[config.mk]
export PLATFORM = sky130hd
export DESIGN_NAME = modular_exponentiation
export DESIGN_NICKNAME = d
export VERILOG_FILES = /design/src/hw/rtl/modexp_pkg.sv /design/src/hw/rtl/modexp_mulser.sv /design/src/hw/rtl/modular_exponentiation.sv
export SDC_FILE = /design/constraint.sdc
export NUM_CORES = 1
export LEC_CHECK = 0
export BUFFER_PORTS_ARGS = -buffer_cell sky130_fd_sc_hd__buf_2
export CAP_MARGIN = 10
export CORE_MARGIN = 2
export CORE_UTILIZATION = 61
export DETAILED_ROUTE_END_ITERATION = 10
export GPL_TIMING_DRIVEN = 0
export PLACE_DENSITY = 0.8
export SLEW_MARGIN = 20
export SYNTH_ARGS = -nofsm -noshare
export SYNTH_HDL_FRONTEND = slang
export SYNTH_SLANG_ARGS = --single-unit
[constraint.sdc]
create_clock -name clk_i -period 9.5 [get_ports clk_i]
set_input_delay 1.9 -clock clk_i [delete_from_list [all_inputs] [get_ports clk_i]]
set_output_delay 1.9 -clock clk_i [all_outputs]
set_load 0.01 [all_outputs]
[src/hw/rtl/modexp_pkg.sv]
// Package for the modular exponentiation block: field widths, step counts,
// multiplier request/response structs and sequencer state codes.
// No dependencies; imported by every module of the block.
package modexp_pkg;

  localparam int MOD_W   = 31;
  localparam int BASE_W  = 32;
  localparam int EXP_W   = 32;
  localparam int SUM_W   = MOD_W + 1;
  localparam int MUL_STEPS = BASE_W;
  localparam int CNT_W   = $clog2(MUL_STEPS);

  localparam logic [MOD_W-1:0] MOD_RESET = MOD_W'(23);
  localparam logic [MOD_W-1:0] MOD_ONE   = MOD_W'(1);

  typedef struct packed {
    logic              start;
    logic [BASE_W-1:0] opa;
    logic [MOD_W-1:0]  opb;
    logic [MOD_W-1:0]  modulus;
  } mul_req_t;

  typedef struct packed {
    logic             done;
    logic [MOD_W-1:0] result;
  } mul_rsp_t;

  typedef enum logic [3:0] {
    S_IDLE   = 4'b0001,
    S_REDUCE = 4'b0010,
    S_MUL    = 4'b0100,
    S_SQR    = 4'b1000
  } state_e;

endpackage

[src/hw/rtl/modexp_mulser.sv]
// Bit-serial interleaved modular multiplier: opa * opb mod modulus.
// Depends on modexp_pkg for widths and the request/response structs.
module modexp_mulser (
  input  logic                clk_i,
  input  logic                rst_ni,
  input  modexp_pkg::mul_req_t req_i,
  output modexp_pkg::mul_rsp_t rsp_o
);
  import modexp_pkg::*;

  logic [BASE_W-1:0] a_q, a_d;
  logic [MOD_W-1:0]  b_q, b_d;
  logic [MOD_W-1:0]  m_q, m_d;
  logic [MOD_W-1:0]  r_q, r_d;
  logic [CNT_W-1:0]  cnt_q, cnt_d;
  logic              run_q, run_d;
  logic              done_q, done_d;
  logic [MOD_W-1:0]  res_q, res_d;

  logic [SUM_W-1:0] dbl, dbl_red, sum, sum_red, m_ext;
  logic [MOD_W-1:0] step_r;

  // One step: r = (2r + a_msb * b) mod m, with r < m kept between steps, so
  // each of the two partial results needs at most one subtraction.
  always_comb begin
    m_ext   = {1'b0, m_q};
    dbl     = {r_q, 1'b0};
    dbl_red = (dbl >= m_ext) ? dbl - m_ext : dbl;
    sum     = dbl_red + (a_q[BASE_W-1] ? {1'b0, b_q} : '0);
    sum_red = (sum >= m_ext) ? sum - m_ext : sum;
    step_r  = sum_red[MOD_W-1:0];
  end

  always_comb begin
    a_d    = a_q;
    b_d    = b_q;
    m_d    = m_q;
    r_d    = r_q;
    cnt_d  = cnt_q;
    run_d  = run_q;
    done_d = 1'b0;
    res_d  = res_q;
    if (req_i.start) begin
      a_d   = req_i.opa;
      b_d   = req_i.opb;
      m_d   = req_i.modulus;
      r_d   = '0;
      cnt_d = '0;
      run_d = 1'b1;
    end else if (run_q) begin
      a_d   = {a_q[BASE_W-2:0], 1'b0};
      r_d   = step_r;
      cnt_d = cnt_q + CNT_W'(1);
      if (cnt_q == CNT_W'(MUL_STEPS - 1)) begin
        run_d  = 1'b0;
        done_d = 1'b1;
        res_d  = step_r;
      end
    end
  end

  always_ff @(posedge clk_i or negedge rst_ni) begin
    if (!rst_ni) begin
      run_q  <= 1'b0;
      done_q <= 1'b0;
      cnt_q  <= '0;
    end else begin
      run_q  <= run_d;
      done_q <= done_d;
      cnt_q  <= cnt_d;
    end
  end

  always_ff @(posedge clk_i) begin
    a_q   <= a_d;
    b_q   <= b_d;
    m_q   <= m_d;
    r_q   <= r_d;
    res_q <= res_d;
  end

  assign rsp_o.done   = done_q;
  assign rsp_o.result = res_q;

endmodule

[src/hw/rtl/modular_exponentiation.sv]
// Modular exponentiation top level; uses modexp_pkg and the modexp_mulser multiplier.
// Each modular multiplication is a launch, 32 serial steps and a response; the multiplications are
// the base reduction, one square per bit below the top set bit and one multiply per set bit.
// An all-ones exponent needs 64 of them.
// Items are taken one at a time, a new start only while idle; the receiver cannot stall.
// Reset (rst_ni low, asynchronous) idles the block and sets the modulus to 23.
module modular_exponentiation (
  input  logic                          clk_i,
  input  logic                          rst_ni,
  input  logic                          cfg_we_i,
  input  logic [modexp_pkg::MOD_W-1:0]  cfg_wdata_i,
  input  logic                          start,
  output logic                          busy,
  input  logic [modexp_pkg::BASE_W-1:0] base_value_i,
  input  logic [modexp_pkg::EXP_W-1:0]  exponent_value_i,
  output logic                          done_o,
  output logic [modexp_pkg::MOD_W-1:0]  power_residue_o
);
  import modexp_pkg::*;

  // All arithmetic runs on a single bit-serial modular multiplier. The
  // sequencer first reduces the base by multiplying it by one, then walks
  // the exponent from its least significant bit: a set bit multiplies the
  // accumulator by the current base, and the base is squared before moving
  // to the next bit. The walk stops as soon as no set bits remain.

  state_e state_q, state_d;

  logic [MOD_W-1:0]  modulus_q;
  logic [MOD_W-1:0]  m_q, m_d;
  logic [BASE_W-1:0] base_q, base_d;
  logic [MOD_W-1:0]  acc_q, acc_d;
  logic [EXP_W-1:0]  exp_q, exp_d;
  logic [EXP_W-1:0]  exp_next;
  logic              launch_q, launch_d;
  logic              done_q, done_d;
  logic [MOD_W-1:0]  res_q, res_d;

  mul_req_t mul_req;
  mul_rsp_t mul_rsp;

  // The configuration register is expected to be written only while the
  // block is idle; the modulus is copied at the start transfer anyway.
  always_ff @(posedge clk_i or negedge rst_ni) begin
    if (!rst_ni) begin
      modulus_q <= MOD_RESET;
    end else if (cfg_we_i) begin
      modulus_q <= cfg_wdata_i;
    end
  end

  assign busy     = (state_q != S_IDLE);
  assign exp_next = exp_q >> 1;

  always_comb begin
    state_d  = state_q;
    m_d      = m_q;
    base_d   = base_q;
    acc_d    = acc_q;
    exp_d    = exp_q;
    launch_d = 1'b0;
    done_d   = 1'b0;
    res_d    = res_q;
    case (state_q)
      S_IDLE: begin
        if (start) begin
          base_d   = base_value_i;
          exp_d    = exponent_value_i;
          // A zero modulus behaves as a modulus of one.
          m_d      = (modulus_q == '0) ? MOD_ONE : modulus_q;
          acc_d    = MOD_ONE;
          launch_d = 1'b1;
          state_d  = S_REDUCE;
        end
      end
      S_REDUCE: begin
        if (mul_rsp.done) begin
          base_d = {1'b0, mul_rsp.result};
          if (exp_q == '0) begin
            // Exponent zero returns one unreduced, even for modulus one.
            done_d  = 1'b1;
            res_d   = acc_q;
            state_d = S_IDLE;
          end else begin
            launch_d = 1'b1;
            state_d  = exp_q[0] ? S_MUL : S_SQR;
          end
        end
      end
      S_MUL: begin
        if (mul_rsp.done) begin
          acc_d = mul_rsp.result;
          if (exp_next == '0) begin
            // The final square would never be used, so it is skipped.
            done_d  = 1'b1;
            res_d   = mul_rsp.result;
            state_d = S_IDLE;
          end else begin
            launch_d = 1'b1;
            state_d  = S_SQR;
          end
        end
      end
      S_SQR: begin
        if (mul_rsp.done) begin
          // A square is only issued when set bits remain above this one.
          base_d   = {1'b0, mul_rsp.result};
          exp_d    = exp_next;
          launch_d = 1'b1;
          state_d  = exp_next[0] ? S_MUL : S_SQR;
        end
      end
      default: begin
        state_d = S_IDLE;
      end
    endcase
  end

  // Operands are picked by the state that the multiplier was launched in;
  // they are held stable for the whole multiplication.
  always_comb begin
    mul_req.start   = launch_q;
    mul_req.modulus = m_q;
    case (state_q)
      S_REDUCE: begin
        mul_req.opa = base_q;
        mul_req.opb = MOD_ONE;
      end
      S_MUL: begin
        mul_req.opa = {1'b0, acc_q};
        mul_req.opb = base_q[MOD_W-1:0];
      end
      S_SQR: begin
        mul_req.opa = base_q;
        mul_req.opb = base_q[MOD_W-1:0];
      end
      default: begin
        mul_req.opa = base_q;
        mul_req.opb = base_q[MOD_W-1:0];
      end
    endcase
  end

  modexp_mulser u_mul (
    .clk_i  (clk_i),
    .rst_ni (rst_ni),
    .req_i  (mul_req),
    .rsp_o  (mul_rsp)
  );

  always_ff @(posedge clk_i or negedge rst_ni) begin
    if (!rst_ni) begin
      state_q  <= S_IDLE;
      launch_q <= 1'b0;
      done_q   <= 1'b0;
    end else begin
      state_q  <= state_d;
      launch_q <= launch_d;
      done_q   <= done_d;
    end
  end

  always_ff @(posedge clk_i) begin
    m_q    <= m_d;
    base_q <= base_d;
    acc_q  <= acc_d;
    exp_q  <= exp_d;
    res_q  <= res_d;
  end

  // Each result transfer lasts exactly one cycle; the receiver cannot stall.
  assign done_o          = done_q;
  assign power_residue_o = res_q;

endmodule

==> metrics.yaml, run 1 <==
final_layout:
  diodes: 0
  area_delta_synth_final_pct: 13.4
  fin_nets: 2116
  drive_above_1_share_pct: 18.2
flow_run:
  maxCapViolCount: 0
clock_tree:
  clk_pin_slew_ns: 0.06
  cts_root_buf: "clkbuf_16"
  h-tree-depth: 2
  clock_sinks: 357
  tritoncts: "done"
  cts_buffers: 38
  post-cts-setup-buffer-count: 0
  cts-hold-fix-buffers: 0
  clock_latency_ns: 0.54
  cts_buffer_depth: 3
floorplanning:
  num_rows: 65
  pin_count: 132
  die_h_microns: 182
  start_util_pct: 61.8
  core_area_sq_um: 31400
  die-width_microns: 182
  dieArea_sq_um: 33200
yosys:
  ys_warn_count: 0
  synth-edff-count: 282
  synth-main-ff-cell: "edfxtp_1"
  async_flop_share_pct: 12.3
  avgSynthCellArea_sq_um: 11.1
  syn-num-nets: 1937
  netlist-cell-type-count: 73
  synth_area_sq_um: 19400
  ys_ff_latch: 357
  synth_seq_area_share_pct: 52.6
  syn_inst: 1740
sta:
  max_freq_ghz: 0.115
  rsz0062_at_grt: "no"
  relSlewSlack_pct: 39.9
  finalMaxSlewViolations: 0
  tightest_slew_ns: 0.901
  hold_viol_final: 0
  period_share_pct: 91.7
  fin_crit_ns: 8.71
  finalSetupViolations: 0
  tns_ns: 0
  skew_ns: 0.0206
critical_path:
  critPathMaxStageDelay_ns: 0.44
  cp.arrival_ns: 9.07
  crit_top_cell: "a21oi_1"
  endpoint_kind: "flop"
  start_kind: "flop"
  required_ns: 9.85
  critPathMaxFanout: 10
  crit_slowest_cell: "fa_1"
  path_class: "reg2reg"
  critical-path-top-delay-family: "compound AO/OA/AOI/OAI gates"
  cp.buffers_inverters: 6
run_status:
  status: "finished clean"
place:
  gp_congestion: 0.947
  place_hpwl_microns: 36700
  io_buffers: 131
drt:
  drc: 0
  drtIter0Drc: 1215
  viasPerCell: 6.00
  vias: 14089
  antenna_left: 0
  routed_wl_microns: 48100
  wl_per_cell_microns: 20.5
  firstDrtPassIters: 5
global_route:
  grt_max_degree: 45
  grt_usage_pct: 28.8
  grt.overflow.total: 0
  grt_pass1_vias: 13716
  grt_pass1_wl_microns: 73900
  grt_antenna_before_repair: 1
hold_path:
  hold_path.class: "reg2reg"
## cells in the final DEF, fill, tap and decap left out, drive strengths merged, types with 6 or more instances in the layout
cell type	netlist	layout
mux2	120	120
o31ai	8	8
nor2b	10	10
nand4	15	15
nor2	139	139
dfxtp	31	31
nor3	19	19
nand2	156	156
a31oi	43	43
clkbuf	94	139
o21bai	9	9
a21o	67	67
o21a	35	35
xnor2	51	51
edfxtp	282	282
a211oi	11	11
inv	56	58
clkinv	0	12
xor2	32	32
o21ai	79	79
and2	101	101
ha	95	95
o211ai	8	8
buf	8	147
a21oi	78	78
a21boi	6	6
dfrtp	39	39
nand3	28	28
and3	12	12
nor4	18	18
nand2b	13	13
## cell usage after synthesis (4+ instances only)
master / n / share of area [%]
a2111oi_0: 5 / 0.23
a211oi_1: 10 / 0.39
a21boi_0: 6 / 0.23
a21o_1: 67 / 2.6
a21oi_1: 78 / 2.0
a311oi_1: 5 / 0.23
a31oi_1: 42 / 1.4
and2_1: 101 / 3.3
and3_1: 12 / 0.39
clkbuf_1: 94 / 1.8
dfrtp_1: 39 / 5.0
dfstp_2: 5 / 0.68
dfxtp_1: 31 / 3.2
edfxtp_1: 282 / 44
ha_1: 95 / 6.1
inv_1: 56 / 1.1
mux2_2: 96 / 5.6
mux2_4: 24 / 1.9
nand2_1: 156 / 3.0
nand2b_1: 13 / 0.42
nand3_1: 28 / 0.72
nand4_1: 15 / 0.48
nor2_1: 139 / 2.7
nor2b_1: 10 / 0.32
nor3_1: 18 / 0.46
nor4_1: 18 / 0.58
nor4b_1: 4 / 0.18
o211ai_1: 8 / 0.31
o21a_1: 35 / 1.4
o21ai_0: 79 / 2.0
o21bai_1: 9 / 0.35
o31ai_1: 8 / 0.31
xnor2_1: 51 / 2.3
xor2_1: 32 / 1.4
## routing by layer
layer	routed length, microns	track usage [%]	share of wire (%)
met5	0	0	0
met1	21600	41.1	45
met3	3250	3.65	6.8
met4	1470	9.13	3.1
met2	21700	46.3	45
## layout make-up
type,instances,area (sq um)
plain buffers,102,409
clock buffers,45,1010
clock inverters,23,277
fillers,2271,9400
inverters,56,210
multi-input cells,1225,8630
flip-flops and latches,357,10200
well taps,402,503
repair buffers,139,758
## cell families after synthesis
family	after synthesis	synth area share [%]
simple gates	535	13.4
fa+ha+maj	98	6.44
mux	122	7.54
buf+inv	158	3.19
xor+xnor	83	3.75
compound gates	387	13.1
flops	357	52.6
## state kept, by name, summed over array words and instances, names as in the netlist, 5 cells and up
register / count
base_q: 32
exp_q: 32
u_mul.a_q: 32
acc_q: 31
m_q: 31
modulus_q: 31
power_residue_o: 31
u_mul.b_q: 31
u_mul.m_q: 31
u_mul.r_q: 31
u_mul.res_q: 31
u_mul.cnt_q: 5
## worst paths after layout
check | cells after the start | endpoint | start | slack [ns]
max | 33 | u_mul.res_q[9] | u_mul.m_q[0] | 0.79
min | 0 | u_mul.m_q[8] | m_q[8] | 0.42
max reg2reg | 33 | u_mul.res_q[9] | u_mul.m_q[0] | 0.79
min reg2reg | 0 | u_mul.m_q[8] | m_q[8] | 0.42
max in group asynchronous | 1 | launch_q | rst_ni | 7.64
min in group asynchronous | 1 | modulus_q[28] | rst_ni | 1.39
## per-stage QoR
| step | util, % | cell area, sq um | hold slack, ns | worst slack [ns] | std cells |
|---|---|---|---|---|---|
| floorplan | - | 19400 | 0.400 | 2.71 | 1740 |
| global placement | 65.4 | 20500 | 0.401 | 0.317 | 2273 |
| detailed placement | 65.9 | 20700 | 0.405 | 0.452 | 2281 |
| CTS | 70.0 | 22000 | 0.419 | 0.375 | 2349 |
| global route | 70.1 | 22000 | 0.428 | 0.0882 | 2349 |
| finish | 70.1 | 22000 | 0.419 | 0.788 | 2349 |
## repair_timing
action                     CTS  global route
setup endpoints to repair    0            58
hold endpoints to repair     0             0
resized for setup            0             5
Power of run 1 is not shown: default switching activity piles up to over one toggle a cycle in this logic, so the estimate is an artifact.
==> run 2: changes to the inputs <==
- CORE_UTILIZATION: 61 -> 65
- PLACE_DENSITY: 0.8 -> 0.85
- clock period: 9.5 -> 10.23 ns (I/O delays scaled with it)
==> metrics.yaml, run 2 (synthesis results as in run 1) <==
sta:
  tns_ns: 0  # unchanged
  relSlewSlack_pct: 33.4  # was 39.9%
  max_freq_ghz: 0.108  # was 0.115 GHz
  skew_ns: 0.0225  # was 0.0206 ns
  tightest_slew_ns: 0.986  # was 0.901 ns
  fin_crit_ns: 9.27  # was 8.71 ns
  period_share_pct: 90.6  # was 91.7%
  finalSetupViolations: 0  # unchanged
  finalMaxSlewViolations: 0  # unchanged
  hold_viol_final: 0  # unchanged
  rsz0062_at_grt: "no"  # unchanged
final_layout:
  mostFrequentLayoutCells: "edfxtp_1 (282), nand2_1 (155), nor2_1 (139), buf_2 (137), clkbuf_1 (107)"  # was edfxtp_1 (282), nand2_1 (155), nor2_1 (139), buf_2 (137), and2_1 (100)
  fin_nets: 2117  # was 2116
  fillCellCount: 1983  # was 2271
  multi_input_area_sq_um: 8610  # was 8630 sq um
  final_common_cell: "edfxtp_1"  # unchanged
  drive_above_1_share_pct: 17.9  # was 18.2%
  diodes: 0  # unchanged
  top_regs: "base_q: 32 flops, exp_q: 32 flops, u_mul.a_q: 32 flops"  # unchanged
  regArea_sq_um: 10200  # unchanged
  area_delta_synth_final_pct: 12.9  # was 13.4%
critical_path:
  critPathMaxStageDelay_ns: 0.60  # was 0.44 ns
  worstReg2RegStart: "u_mul.m_q[3]"  # was u_mul.m_q[0]
  rrSetupSlack_ns: 0.96  # was 0.79 ns
  critPathMaxFanout: 10  # unchanged
  ff2ff_path_depth: 33  # unchanged
  endpoint_kind: "flop"  # unchanged
  cp.arrival_ns: 9.52  # was 9.07 ns
  start_kind: "flop"  # unchanged
  r2r_end: "u_mul.res_q[25]"  # was u_mul.res_q[9]
  path_class: "reg2reg"  # unchanged
  required_ns: 10.47  # was 9.85 ns
  crit_slowest_cell: "a211oi_1"  # was fa_1
floorplanning:
  dieArea_sq_um: 31200  # was 33200 sq um
  pin_count: 132  # unchanged
  core_area_sq_um: 29500  # was 31400 sq um
  die_h_microns: 177  # was 182 microns
  die-width_microns: 177  # was 182 microns
  num_rows: 63  # was 65
  start_util_pct: 65.8  # was 61.8%
clock_tree:
  ctsResizeCount: 0  # unchanged
  clock_latency_ns: 0.54  # about the same
  cts_buffer_depth: 3  # unchanged
  cts_root_buf: "clkbuf_16"  # unchanged
  post-cts-setup-buffer-count: 0  # unchanged
  cts_buffers: 38  # unchanged
  clk_pin_slew_ns: 0.06  # about the same
  cts-hold-fix-buffers: 0  # unchanged
  h-tree-depth: 2  # unchanged
  clock_sinks: 357  # unchanged
  tritoncts: "done"  # unchanged
hold_path:
  whs_endpoint: "u_mul.m_q[29]"  # was u_mul.m_q[8]
  hold_depth: 0  # unchanged
  hold_path.class: "reg2reg"  # unchanged
  min-delay-start: "m_q[29]"  # was m_q[8]
drt:
  wl_per_cell_microns: 21.2  # was 20.5 microns
  drtIter0Drc: 1539  # was 1215
  firstDrtPassIters: 5  # unchanged
  routed_wl_microns: 49500  # was 48100 microns
  vias: 14457  # was 14089
  viasPerCell: 6.18  # was 6.00
  antenna_left: 0  # unchanged
  drc: 0  # unchanged
place:
  io_buffers: 131  # unchanged
  gp_congestion: 0.960  # was 0.947
  place_hpwl_microns: 36800  # was 36700 microns
global_route:
  grt_pass1_wl_microns: 76400  # was 73900 microns
  grt_usage_pct: 31.8  # was 28.8%
  grt.overflow.total: 0  # unchanged
  grt_max_degree: 45  # unchanged
  grt_antenna_before_repair: 0  # was 1
  grt_pass1_vias: 14191  # was 13716
run_status:
  status: "finished clean"  # unchanged
flow_run:
  maxCapViolCount: 0  # unchanged
-- run 2: area by class of cell --
cell class	instances	area share [%]
Buffer	102	1.86
Clock buffer	55	4.87
Clock inverter	13	0.543
Inverter	56	0.961
Multi-Input combinational cell	1225	39.4
Sequential cell	357	46.6
Tap cell	390	2.23
Timing Repair Buffer	140	3.56
-- run 2: worst max-delay path by stage --
stage            startpoint              end  slack, ns  cells past startpoint
6_report       u_mul.m_q[3]  u_mul.res_q[25]       0.96                     33
5_1_grt        u_mul.m_q[3]   u_mul.res_q[9]       0.50                     34
4_1_cts        u_mul.m_q[0]  u_mul.res_q[25]       1.17                     29
3_5_place_dp   u_mul.m_q[0]  u_mul.res_q[25]       1.22                     29
3_3_place_gp   u_mul.m_q[0]  u_mul.res_q[25]       1.30                     29
2_1_floorplan  u_mul.m_q[0]    u_mul.r_q[10]       3.44                     32
-- run 2: critical path, delay by kind of cell, from the launching register on --
| family | cells | cell delay [ns] |
|---|---|---|
| xor+xnor | 1 | 0.36 |
| fa+ha+maj | 3 | 0.97 |
| simple gates | 9 | 1.56 |
| buf+inv | 6 | 1.67 |
| compound gates | 14 | 4.04 |
| flops | 1 | 0.36 |
-- run 2: routing by layer --
| layer | track usage, % | vias up | routed length [microns] |
|---|---|---|---|
| met5 | 0 | - | 0 |
| met4 | 13.7 | 0 | 2160 |
| met3 | 5.95 | 113 | 4510 |
| met2 | 50.7 | 716 | 22300 |
| met1 | 43.1 | 6917 | 20500 |
| li1 | - | 6711 | - |
-- run 2: through the flow --
| step | worst slack [ns] | std cells | cell area [sq um] | utilization (%) | hold slack [ns] |
|---|---|---|---|---|---|
| detailed placement | 1.22 | 2270 | 20700 | 70.2 | 0.406 |
| global route | 0.498 | 2338 | 21900 | 74.2 | 0.423 |
| CTS | 1.17 | 2338 | 21900 | 74.2 | 0.419 |
| finish | 0.958 | 2338 | 21900 | 74.2 | 0.418 |
| floorplan | 3.44 | 1740 | 19400 | - | 0.400 |
| global placement | 1.30 | 2261 | 20500 | 69.6 | 0.401 |
Power of run 2 is left out for the same reason.
